## src/cma_pkg.sv

```systemverilog
// Shared constants for the centered moving average block.
package cma_pkg;

  localparam int SAMPLE_WIDTH = 16;
  localparam int MAX_HALF     = 15;
  localparam int DEPTH        = 2 * MAX_HALF + 1;
  localparam int AW           = $clog2(DEPTH);
  localparam int CNT_W        = $clog2(DEPTH + 1);
  localparam int HW_W         = 4;
  localparam int RECIP_W      = 17;
  localparam int FRAC_W       = 16;
  localparam int SUM_W        = SAMPLE_WIDTH + AW;
  localparam int PROD_W       = SUM_W + RECIP_W;
  localparam int Q_W          = PROD_W + 1 - FRAC_W;
  localparam int CFG_W        = RECIP_W;
  localparam int CFG_IDX_W    = 1;

  localparam int POS_LIM = 2 ** (SAMPLE_WIDTH - 1) - 1;
  localparam int NEG_LIM = 2 ** (SAMPLE_WIDTH - 1);

  localparam logic [SAMPLE_WIDTH-1:0] SMAX = {1'b0, {(SAMPLE_WIDTH - 1){1'b1}}};
  localparam logic [SAMPLE_WIDTH-1:0] SMIN = {1'b1, {(SAMPLE_WIDTH - 1){1'b0}}};
  localparam logic [CNT_W-1:0]        CNT_SAT = '1;

  localparam logic [HW_W-1:0]    HALF_RESET  = 4'd1;
  localparam logic [RECIP_W-1:0] RECIP_RESET = 17'd21845;

  localparam logic [CFG_IDX_W-1:0] CFG_HALF_WIDTH  = 1'd0;
  localparam logic [CFG_IDX_W-1:0] CFG_SCALE_RECIP = 1'd1;

endpackage

```

## src/cma_if.sv

```systemverilog
// Valid/ready channel interfaces for the sample and result streams.
interface cma_in_if import cma_pkg::*; ();
  logic                           valid;
  logic                           ready;
  logic signed [SAMPLE_WIDTH-1:0] sample;
  logic                           final_sample;

  modport source (output valid, sample, final_sample, input ready);
  modport sink   (input valid, sample, final_sample, output ready);
endinterface

interface cma_out_if import cma_pkg::*; ();
  logic                           valid;
  logic                           ready;
  logic signed [SAMPLE_WIDTH-1:0] smoothed;
  logic                           was_averaged;
  logic                           end_of_series;

  modport source (output valid, smoothed, was_averaged, end_of_series, input ready);
  modport sink   (input valid, smoothed, was_averaged, end_of_series, output ready);
endinterface

```

## src/cma_ram.sv

```systemverilog
// Generic RAM: one write port, two registered read ports, read-first.
module cma_ram #(
  parameter int WIDTH = 16,
  parameter int DEPTH = 31
) (
  input  logic                     clk,
  input  logic                     we,
  input  logic [$clog2(DEPTH)-1:0] waddr,
  input  logic [WIDTH-1:0]         wdata,
  input  logic                     re_a,
  input  logic [$clog2(DEPTH)-1:0] raddr_a,
  output logic [WIDTH-1:0]         rdata_a,
  input  logic                     re_b,
  input  logic [$clog2(DEPTH)-1:0] raddr_b,
  output logic [WIDTH-1:0]         rdata_b
);

  logic [WIDTH-1:0] mem [DEPTH];
  logic [WIDTH-1:0] rdata_a_r;
  logic [WIDTH-1:0] rdata_b_r;

  // a read of the address being written returns the old word
  always_ff @(posedge clk) begin
    if (we) begin
      mem[waddr] <= wdata;
    end
    if (re_a) begin
      rdata_a_r <= mem[raddr_a];
    end
    if (re_b) begin
      rdata_b_r <= mem[raddr_b];
    end
  end

  assign rdata_a = rdata_a_r;
  assign rdata_b = rdata_b_r;

endmodule

```

## src/centered_moving_average.sv

```systemverilog
// Centered moving average: window store, running sum, mean pipeline, flush sequencer.
// Path: the first result of an item passes stages 1 to 4 and then the output register;
//   flush results of a final item follow, one per cycle while the output is not stalled.
// Throughput: one item per cycle while the output is not stalled; a final item adds one
//   flush step per held sample (up to half_width), on the single store read port for flush.
// Reset (synchronous, rst_n low): empty the pipeline, clear sum, count and pointer,
//   load half_width = 1 and scale_recip = 21845; the window store is not cleared.
module centered_moving_average import cma_pkg::*; (
  input  logic                 clk,
  input  logic                 rst_n,
  cma_in_if.sink               in_ch,
  cma_out_if.source            out_ch,
  input  logic                 cfg_we,
  input  logic [CFG_IDX_W-1:0] cfg_index,
  input  logic [CFG_W-1:0]     cfg_data
);

  // Stage 1: item just accepted (or flush step), window store data arrives here.
  typedef struct packed {
    logic                           is_input;
    logic                           emit;
    logic                           sub;
    logic                           full;
    logic                           last;
    logic                           endf;
    logic signed [SAMPLE_WIDTH-1:0] x;
  } s1_t;

  // Stage 2: updated window sum or raw border sample.
  typedef struct packed {
    logic                           avg;
    logic                           endf;
    logic signed [SUM_W-1:0]        sum;
    logic        [SAMPLE_WIDTH-1:0] raw;
  } s2_t;

  // Stage 3: sign and magnitude of the sum.
  typedef struct packed {
    logic                    avg;
    logic                    endf;
    logic                    neg;
    logic [SUM_W-1:0]        mag;
    logic [SAMPLE_WIDTH-1:0] raw;
  } s3_t;

  // Stage 4: magnitude times reciprocal.
  typedef struct packed {
    logic                    avg;
    logic                    endf;
    logic                    neg;
    logic [PROD_W-1:0]       prod;
    logic [SAMPLE_WIDTH-1:0] raw;
  } s4_t;

  // ---------------------------------------------------------------------------
  // Configuration and series state
  // ---------------------------------------------------------------------------
  logic [HW_W-1:0]         half_width_r;
  logic [RECIP_W-1:0]      recip_r;
  logic signed [SUM_W-1:0] sum_r;
  logic [CNT_W-1:0]        cnt_r;
  logic [AW-1:0]           wp_r;

  // flush sequencer: walks the held samples oldest first after a final item
  logic                    flush_busy_r;
  logic [HW_W-1:0]         flush_k_r;
  logic [AW-1:0]           flush_base_r;

  // pipeline
  logic s1_v_r, s2_v_r, s3_v_r, s4_v_r, out_v_r;
  s1_t  s1_r, s1_nxt;
  s2_t  s2_r, s2_nxt;
  s3_t  s3_r, s3_nxt;
  s4_t  s4_r, s4_nxt;
  logic [SAMPLE_WIDTH-1:0] out_smoothed_r, out_smoothed_nxt;
  logic                    out_avg_r, out_end_r;

  // ---------------------------------------------------------------------------
  // Stall chain: a stage takes a new entry when it is empty or its entry moves on.
  // Bubbles collapse, so an item is still taken while a result waits at the output.
  // ---------------------------------------------------------------------------
  logic ld_o, ld4, ld3, ld2, ld1;
  logic acc, flush_ld;

  assign ld_o = !out_v_r || out_ch.ready;
  assign ld4  = !s4_v_r || ld_o;
  assign ld3  = !s3_v_r || ld4;
  assign ld2  = !s2_v_r || ld3;
  assign ld1  = !s1_v_r || ld2;

  assign in_ch.ready = ld1 && !flush_busy_r;
  assign acc         = in_ch.valid && in_ch.ready;
  assign flush_ld    = flush_busy_r && ld1;

  // ---------------------------------------------------------------------------
  // Window position of the arriving item
  // ---------------------------------------------------------------------------
  logic [CNT_W-1:0] twop, twop1;
  logic             sub_c, full_c, emit_c, flush_start;
  logic [HW_W-1:0]  k0;
  logic [AW:0]      addr_a_raw, addr_b_raw, addr_f_raw;
  logic [AW-1:0]    addr_a, addr_b, addr_f, ram_addr_b;
  logic [SAMPLE_WIDTH-1:0] rd_a, rd_b;

  always_comb begin
    twop   = CNT_W'({half_width_r, 1'b0});
    twop1  = twop + CNT_W'(1);
    sub_c  = cnt_r >= twop1;               // oldest sample leaves the window
    full_c = cnt_r >= twop;                // a full centered window exists
    emit_c = cnt_r >= CNT_W'(half_width_r);
    flush_start = acc && in_ch.final_sample && (half_width_r != '0);
    // held samples to flush: all of them in a short series, else p of them
    k0 = (cnt_r < CNT_W'(half_width_r)) ? HW_W'(cnt_r) : half_width_r - HW_W'(1);

    // slot 2p+1 back (sample leaving the window) and slot p back (center sample)
    addr_a_raw = {1'b0, wp_r} + (AW + 1)'(DEPTH - 1) - {1'b0, half_width_r, 1'b0};
    addr_b_raw = {1'b0, wp_r} + (AW + 1)'(DEPTH) - (AW + 1)'(half_width_r);
    addr_f_raw = {1'b0, flush_base_r} + (AW + 1)'(DEPTH) - (AW + 1)'(flush_k_r);
    addr_a = (addr_a_raw >= (AW + 1)'(DEPTH)) ? AW'(addr_a_raw - (AW + 1)'(DEPTH))
                                              : addr_a_raw[AW-1:0];
    addr_b = (addr_b_raw >= (AW + 1)'(DEPTH)) ? AW'(addr_b_raw - (AW + 1)'(DEPTH))
                                              : addr_b_raw[AW-1:0];
    addr_f = (addr_f_raw >= (AW + 1)'(DEPTH)) ? AW'(addr_f_raw - (AW + 1)'(DEPTH))
                                              : addr_f_raw[AW-1:0];
    ram_addr_b = flush_busy_r ? addr_f : addr_b;
  end

  // Write the new sample and read both taps at the accepting edge; the store reads
  // old data on a collision, which is what the widest window needs from its oldest slot.
  cma_ram #(
    .WIDTH (SAMPLE_WIDTH),
    .DEPTH (DEPTH)
  ) u_store (
    .clk     (clk),
    .we      (acc),
    .waddr   (wp_r),
    .wdata   (in_ch.sample),
    .re_a    (acc),
    .raddr_a (addr_a),
    .rdata_a (rd_a),
    .re_b    (acc || flush_ld),
    .raddr_b (ram_addr_b),
    .rdata_b (rd_b)
  );

  // ---------------------------------------------------------------------------
  // Stage logic
  // ---------------------------------------------------------------------------
  logic signed [SUM_W-1:0] ev_ext, x_ext, sum_nxt;
  logic [PROD_W:0]         rnd;
  logic [Q_W-1:0]          q;
  logic [SAMPLE_WIDTH-1:0] q_lo, mean;

  always_comb begin
    // stage 1 load: an accepted item, else a flush step
    if (flush_busy_r) begin
      s1_nxt.is_input = 1'b0;
      s1_nxt.emit     = 1'b1;
      s1_nxt.sub      = 1'b0;
      s1_nxt.full     = 1'b0;
      s1_nxt.last     = 1'b0;
      s1_nxt.endf     = (flush_k_r == '0);
      s1_nxt.x        = '0;
    end else begin
      s1_nxt.is_input = 1'b1;
      s1_nxt.emit     = emit_c;
      s1_nxt.sub      = sub_c;
      s1_nxt.full     = full_c;
      s1_nxt.last     = in_ch.final_sample;
      s1_nxt.endf     = in_ch.final_sample && (half_width_r == '0);
      s1_nxt.x        = in_ch.sample;
    end

    // running sum: drop the leaving sample, add the new one
    ev_ext  = s1_r.sub ? SUM_W'($signed(rd_a)) : '0;
    x_ext   = SUM_W'(s1_r.x);
    sum_nxt = sum_r - ev_ext + x_ext;

    s2_nxt.avg  = s1_r.is_input && s1_r.full;
    s2_nxt.endf = s1_r.endf;
    s2_nxt.sum  = sum_nxt;
    s2_nxt.raw  = rd_b;

    s3_nxt.avg  = s2_r.avg;
    s3_nxt.endf = s2_r.endf;
    s3_nxt.neg  = s2_r.sum[SUM_W-1];
    s3_nxt.mag  = s2_r.sum[SUM_W-1] ? $unsigned(-s2_r.sum) : $unsigned(s2_r.sum);
    s3_nxt.raw  = s2_r.raw;

    s4_nxt.avg  = s3_r.avg;
    s4_nxt.endf = s3_r.endf;
    s4_nxt.neg  = s3_r.neg;
    s4_nxt.prod = PROD_W'(s3_r.mag) * PROD_W'(recip_r);
    s4_nxt.raw  = s3_r.raw;

    // round half away from zero on the magnitude, then saturate and restore the sign
    rnd  = {1'b0, s4_r.prod} + (PROD_W + 1)'(2 ** (FRAC_W - 1));
    q    = rnd[PROD_W:FRAC_W];
    q_lo = q[SAMPLE_WIDTH-1:0];
    if (s4_r.neg) begin
      mean = (q > Q_W'(NEG_LIM)) ? SMIN : (~q_lo + SAMPLE_WIDTH'(1));
    end else begin
      mean = (q > Q_W'(POS_LIM)) ? SMAX : q_lo;
    end
    out_smoothed_nxt = s4_r.avg ? mean : s4_r.raw;
  end

  // ---------------------------------------------------------------------------
  // Control registers
  // ---------------------------------------------------------------------------
  always_ff @(posedge clk) begin
    if (!rst_n) begin
      half_width_r <= HALF_RESET;
      recip_r      <= RECIP_RESET;
      sum_r        <= '0;
      cnt_r        <= '0;
      wp_r         <= '0;
      flush_busy_r <= 1'b0;
      s1_v_r       <= 1'b0;
      s2_v_r       <= 1'b0;
      s3_v_r       <= 1'b0;
      s4_v_r       <= 1'b0;
      out_v_r      <= 1'b0;
    end else begin
      // sum advances once per item, as the item leaves stage 1
      if (s1_v_r && ld2 && s1_r.is_input) begin
        sum_r <= s1_r.last ? '0 : sum_nxt;
      end

      // advance pointer and count; a final item starts a new series
      if (acc) begin
        if (in_ch.final_sample) begin
          cnt_r <= '0;
          wp_r  <= '0;
        end else begin
          cnt_r <= (cnt_r == CNT_SAT) ? cnt_r : cnt_r + CNT_W'(1);
          wp_r  <= (wp_r == AW'(DEPTH - 1)) ? '0 : wp_r + AW'(1);
        end
      end

      // flush sequencer
      if (flush_start) begin
        flush_busy_r <= 1'b1;
        flush_k_r    <= k0;
        flush_base_r <= wp_r;
      end else if (flush_ld) begin
        if (flush_k_r == '0) begin
          flush_busy_r <= 1'b0;
        end else begin
          flush_k_r <= flush_k_r - HW_W'(1);
        end
      end

      // a new half width abandons the series in progress
      if (cfg_we) begin
        case (cfg_index)
          CFG_HALF_WIDTH: begin
            half_width_r <= (cfg_data[HW_W-1:0] > HW_W'(MAX_HALF)) ? HW_W'(MAX_HALF)
                                                                   : cfg_data[HW_W-1:0];
            sum_r <= '0;
            cnt_r <= '0;
            wp_r  <= '0;
          end
          CFG_SCALE_RECIP: begin
            recip_r <= cfg_data[RECIP_W-1:0];
          end
          default: begin
          end
        endcase
      end

      // pipeline valids; entries that cause no result drop out after stage 1
      if (ld1) begin
        s1_v_r <= acc || flush_ld;
      end
      if (ld2) begin
        s2_v_r <= s1_v_r && s1_r.emit;
      end
      if (ld3) begin
        s3_v_r <= s2_v_r;
      end
      if (ld4) begin
        s4_v_r <= s3_v_r;
      end
      if (ld_o) begin
        out_v_r <= s4_v_r;
      end
    end
  end

  // payload registers: hold while the stage is stalled
  always_ff @(posedge clk) begin
    if (ld1) begin
      s1_r <= s1_nxt;
    end
    if (ld2) begin
      s2_r <= s2_nxt;
    end
    if (ld3) begin
      s3_r <= s3_nxt;
    end
    if (ld4) begin
      s4_r <= s4_nxt;
    end
    if (ld_o) begin
      out_smoothed_r <= out_smoothed_nxt;
      out_avg_r      <= s4_r.avg;
      out_end_r      <= s4_r.endf;
    end
  end

  assign out_ch.valid         = out_v_r;
  assign out_ch.smoothed      = $signed(out_smoothed_r);
  assign out_ch.was_averaged  = out_avg_r;
  assign out_ch.end_of_series = out_end_r;

  // ---------------------------------------------------------------------------
  // Assertions
  // ---------------------------------------------------------------------------
  a_flush_starts: assert property (@(posedge clk) disable iff (!rst_n)
    (acc && in_ch.final_sample && (half_width_r != '0)) |=> flush_busy_r)
    else $error("flush did not start after a final item");

  a_sum_cleared: assert property (@(posedge clk) disable iff (!rst_n)
    (s1_v_r && ld2 && s1_r.is_input && s1_r.last) |=> (sum_r == '0))
    else $error("window sum not cleared at end of series");

  a_count_ptr: assert property (@(posedge clk) disable iff (!rst_n)
    (cnt_r == '0) |-> (wp_r == '0))
    else $error("write pointer moved without a counted sample");

  a_ptr_range: assert property (@(posedge clk) disable iff (!rst_n)
    wp_r < AW'(DEPTH))
    else $error("write pointer out of window store range");

endmodule
```

## src/flat_wrapper.sv

```systemverilog
// flat-port wrapper written by rule: the top's interface ports become plain ports
module centered_moving_average_flat import cma_pkg::*;
  (clk, rst_n, cfg_we, cfg_index, cfg_data, in_ch_valid, in_ch_sample, in_ch_final_sample, in_ch_ready, out_ch_valid, out_ch_smoothed, out_ch_was_averaged, out_ch_end_of_series, out_ch_ready);
  cma_in_if in_ch_i ();
  cma_out_if out_ch_i ();
  input  logic clk;
  input  logic rst_n;
  input  logic cfg_we;
  input  logic [CFG_IDX_W-1:0] cfg_index;
  input  logic [CFG_W-1:0] cfg_data;
  input wire logic [$bits(in_ch_i.valid)-1:0] in_ch_valid;
  input wire logic [$bits(in_ch_i.sample)-1:0] in_ch_sample;
  input wire logic [$bits(in_ch_i.final_sample)-1:0] in_ch_final_sample;
  output wire logic [$bits(in_ch_i.ready)-1:0] in_ch_ready;
  output wire logic [$bits(out_ch_i.valid)-1:0] out_ch_valid;
  output wire logic [$bits(out_ch_i.smoothed)-1:0] out_ch_smoothed;
  output wire logic [$bits(out_ch_i.was_averaged)-1:0] out_ch_was_averaged;
  output wire logic [$bits(out_ch_i.end_of_series)-1:0] out_ch_end_of_series;
  input wire logic [$bits(out_ch_i.ready)-1:0] out_ch_ready;
  assign in_ch_i.valid = in_ch_valid;
  assign in_ch_i.sample = in_ch_sample;
  assign in_ch_i.final_sample = in_ch_final_sample;
  assign in_ch_ready = in_ch_i.ready;
  assign out_ch_valid = out_ch_i.valid;
  assign out_ch_smoothed = out_ch_i.smoothed;
  assign out_ch_was_averaged = out_ch_i.was_averaged;
  assign out_ch_end_of_series = out_ch_i.end_of_series;
  assign out_ch_i.ready = out_ch_ready;
  centered_moving_average u_core (.clk(clk), .rst_n(rst_n), .in_ch(in_ch_i), .out_ch(out_ch_i), .cfg_we(cfg_we), .cfg_index(cfg_index), .cfg_data(cfg_data));
endmodule
```

## config.mk

```make
export PLATFORM = sky130hd
export DESIGN_NAME = centered_moving_average_flat
export DESIGN_NICKNAME = d
export VERILOG_FILES = /design/src/cma_pkg.sv /design/src/cma_if.sv /design/src/cma_ram.sv /design/src/centered_moving_average.sv /design/src/flat_wrapper.sv
export SDC_FILE = /design/constraint.sdc
export NUM_CORES = 2
export LEC_CHECK = 0
export BUFFER_PORTS_ARGS = -buffer_cell sky130_fd_sc_hd__buf_2
export CAP_MARGIN = 40
export CORE_ASPECT_RATIO = 0.7
export CORE_MARGIN = 5
export CORE_UTILIZATION = 45
export CTS_BUF_LIST = sky130_fd_sc_hd__clkbuf_8
export CTS_CLUSTER_DIAMETER = 50
export DETAILED_ROUTE_END_ITERATION = 16
export GPL_TIMING_DRIVEN = 0
export PLACE_DENSITY = 0.71
export SETUP_SLACK_MARGIN = 0.4
export SLEW_MARGIN = 40
export SYNTH_ARGS = -nofsm -noshare
export SYNTH_HDL_FRONTEND = slang
export SYNTH_HIERARCHICAL = 1
export SYNTH_SLANG_ARGS = --single-unit
```

## constraint.sdc

```tcl
create_clock -name clk -period 17.6 [get_ports clk]
set_input_delay 1.76 -clock clk [delete_from_list [all_inputs] [get_ports clk]]
set_output_delay 1.76 -clock clk [all_outputs]
set_load 0.005 [all_outputs]
```

==> key figures <==
Floorplan
  • DIE AREA: 113,000 um^2
  • Die Span Y: 282 um
  • Die Wd: 399 um
  • Initial Util: 45.5%
  • I/O pin count: 60
  • Core Area: 105,000 um^2
  • FP Rows: 99

Setup path
  • WS Path Type: register to register
  • Max incr delay on CP: 0.73 ns
  • R2R Path End: u_core/s4_r[45]$_DFFE_PP_
  • CP most frequent cell: fa_1
  • Worst path arrival time: 8.68 ns
  • WP data required: 18.23 ns
  • Worst Setup Start Kind: register
  • Critical path peak fanout: 10
  • Critical-path top delay cell: edfxtp_1
  • Critical-path cell list: clkbuf_1, nand2_1, fa_1, inv_1, fa_1, fa_1, inv_1, fa_1, inv_1, fa_1, inv_1, fa_1, inv_1, ha_1, and4_1, nor3b_1, a22oi_1, nand3_1, a31oi_1, o221ai_1, or4_1, nand4_1
  • Critical Path Sink Type: register
  • FF-to-FF path depth: 22
  • Reg2reg start: u_core/s3_r[24]$_DFFE_PP_
  • Reg2reg setup slack: 9.55 ns

Run status
  • Status: finished, final reports clean

Logic synthesis
  • Post-Syn Instances: 3,782
  • Syn avg cell area: 12.6 um^2
  • Synthesized flop and latch total: 756
  • Post-Synth Adder-Cell Area: 17.3%
  • Post-synthesis compound-gate area fraction: 6.65%
  • Synth area leaders: edfxtp_1 44%, fa_1 13%, mux4_2 6.7%
  • Syn_nets: 4,296
  • Cell Area, Synth: 47,600 um^2
  • Post-Synth Simple-Gate Area: 10.2%
  • Main synth FF type: edfxtp_1
  • Number of synthesis warnings: 6
  • EDFF count, synth: 698
  • Netlist cell types: 90
  • XOR/XNOR Fraction of Synth Area: 2.09%
  • Post-synth ARST share: 0%
  • Yosys top cell by area: edfxtp_1
  • Main combinational cell family by area after synthesis: adder cells
  • Yosys top cell area share: 44.0%
  • Mux cell area share after synthesis: 11.3%
  • Sequential fraction of the synthesis area: 46.4%

Clock network
  • H-tree Lvls: 3
  • Post-CTS setup buffer count: 0
  • Clk slew on worst S/H paths: 0.07 ns
  • Post-CTS sizing: 0
  • Worst-Skew Late Latency: 0.85 ns
  • Clock sinks: 756
  • CTS Buf Count: 115
  • Cts hold-fix bufs: 0
  • Max clock buf depth: 3
  • Root Buffer: clkbuf_8
  • TritonCTS clock tree: yes

Global route
  • Gr usage total: 25.2%
  • GRT overflow: 0
  • Initial antenna violation count: 8
  • Global-route wire length before repair: 209,000 um
  • Vias in the first global route: 33,200
  • Largest net degree at the start of global routing: 43

Finish
  • Area Growth Syn to Fin: 11.7%
  • Layout cells sized above 1: 15.1%
  • Filler cells: 8,974
  • Post-layout util: 50.8%
  • Most common cell after layout, fill and taps aside: edfxtp_1
  • Final net count: 4,515
  • Most frequent cells in the layout: 698 x edfxtp_1, 515 x inv_1, 367 x nand2_1

STA
  • Final period util: 45.8%
  • Fin. Hold Viols: 0
  • Clock Skews: 0.0827 ns
  • Final setup viols: 0
  • Tmin final: 8.05 ns
  • Actual slew at the worst max-slew pin: 0.941 ns
  • Fmax: 0.124 GHz
  • RSZ-0062 raised after global routing: no
  • Max Transition Viols Final: 0
  • Rel. slew slack: 37.0%
  • Fin Setup TNS: 0 ns

Worst hold path
  • Hold Crit Class: register to register
  • Hold EP: u_core/s4_r[10]$_DFFE_PP_
  • Hold path cells: 0
  • Hold_sp: u_core/s3_r[10]$_DFFE_PP_

Route
  • First-pass detailed-route iteration total: 6
  • Via count: 32,700
  • Post-DR vias/cell: 5.93
  • Total Wirelength: 141,000 um
  • Wire per inst: 25.5 um
  • Post-DRT Antenna Nets: 0
  • DR iter-0 viols: 4,026
  • Residual DRC: 0

Placement
  • I/O Buffers: 59
  • Final GP Congestion: 1.00
  • Dpl hpwl: 106,000 um

Flow run
  • # Max-Cap Violations: 0
## synth_stat cells, types with 7 or more instances
cell      number
fa_1         305
mux4_2       142
nor3b_1        7
a22o_1        12
a22oi_1       63
o211ai_1      13
buf_4         15
buf_2         36
nand3_1       75
dfxtp_1       58
a21oi_1       97
mux4_1        26
xor2_1        33
nand3b_1       7
edfxtp_1     698
nor3_1        39
o22ai_1       47
o21ai_0       82
and3_1        17
mux2_2        39
xnor2_1       79
nor2_1       122
a211oi_1      28
mux2i_1      106
buf_1          7
nor4_1         8
nor2b_1       58
nand2b_1      16
and4_1         7
inv_1        495
clkbuf_1     106
a221oi_1      20
a21o_1        33
or3_1         15
and2_1       169
o31ai_1       21
nand2_1      369
a31oi_1       10
ha_1         169
or2_2          7
nand4_1       17
buf_6         18
## metal layers
| metal | routed length [um] | vias to the layer above | global-route usage, % | part of all wire, % |
|---|---|---|---|---|
| met5 | 233 | - | 1.41 | 0.17 |
| met1 | 56800 | 16300 | 35.7 | 40 |
| met4 | 4200 | 6 | 6.98 | 3.0 |
| met3 | 22300 | 313 | 11.0 | 16 |
| met2 | 57500 | 2167 | 35.4 | 41 |
| li1 | - | 13900 | - | - |
## logic make-up after synthesis
kind of cell,after synthesis
mux,313
xor+xnor,113
buf+inv,682
fa+ha+maj,476
flops,756
compound gates,474
simple gates,968
## layout make-up
| cell class | instances | area [um^2] | share of cell area (%) |
|---|---|---|---|
| diodes | 5 | 12.5 | 0.0235 |
| multi-input cells | 2344 | 23000 | 43.2 |
| clock buffers | 122 | 1680 | 3.16 |
| plain buffers | 186 | 1000 | 1.89 |
| repair buffers | 102 | 1020 | 1.92 |
| flip-flops and latches | 756 | 22100 | 41.6 |
| clock inverters | 93 | 758 | 1.43 |
| inverters | 496 | 1860 | 3.51 |
| well taps | 1414 | 1770 | 3.33 |
## registers in the layout (all words and copies together), names as in the netlist, 16 cells and up
signal / count
u_core/u_store/rdata_b: 16
u_core/s3_r: 40
u_core/sum_r: 21
u_core/u_store/rdata_a: 16
u_core/u_store/mem: 496
u_core/s2_r: 39
u_core/s4_r: 42
u_core/recip_r: 17
u_core/s1_r: 22
u_core/out_ch.smoothed: 16
## stage by stage
step / area, um^2 / hold WS (ns) / worst slack, ns / instances
floorplan: 47600 / 0.400 / 11.20 / 3782
global placement: 49700 / 0.403 / 9.78 / 5255
detailed placement: 50700 / 0.405 / 9.70 / 5297
CTS: 53200 / 0.400 / 9.63 / 5512
global route: 53200 / 0.407 / 9.26 / 5515
finish: 53200 / 0.415 / 9.55 / 5518
## worst max-delay path: cells and delay by family, from the launching register on
kind                       cells  cell delay (ns)
adders and majority gates      7             3.39
buffers and inverters          6             0.83
and+or+nand+nor                6             1.54
AOI/OAI and AO/OA              3             1.37
DFF                            1             0.73
## how the worst max path moves through the flow
stage | from | to | slack [ns]
4_1_cts | u_core/s3_r[25]$_DFFE_PP_ | u_core/s4_r[45]$_DFFE_PP_ | 9.63
2_1_floorplan | u_core/s3_r[25]$_DFFE_PP_ | u_core/s4_r[45]$_DFFE_PP_ | 11.20
6_report | u_core/s3_r[24]$_DFFE_PP_ | u_core/s4_r[45]$_DFFE_PP_ | 9.55
3_5_place_dp | u_core/s3_r[25]$_DFFE_PP_ | u_core/s4_r[45]$_DFFE_PP_ | 9.70
3_3_place_gp | u_core/s3_r[25]$_DFFE_PP_ | u_core/s4_r[45]$_DFFE_PP_ | 9.78
5_1_grt | u_core/s3_r[24]$_DFFE_PP_ | u_core/s4_r[45]$_DFFE_PP_ | 9.26
Power is not shown: default switching activity piles up to over one toggle a cycle in this logic, so the estimate is an artifact.
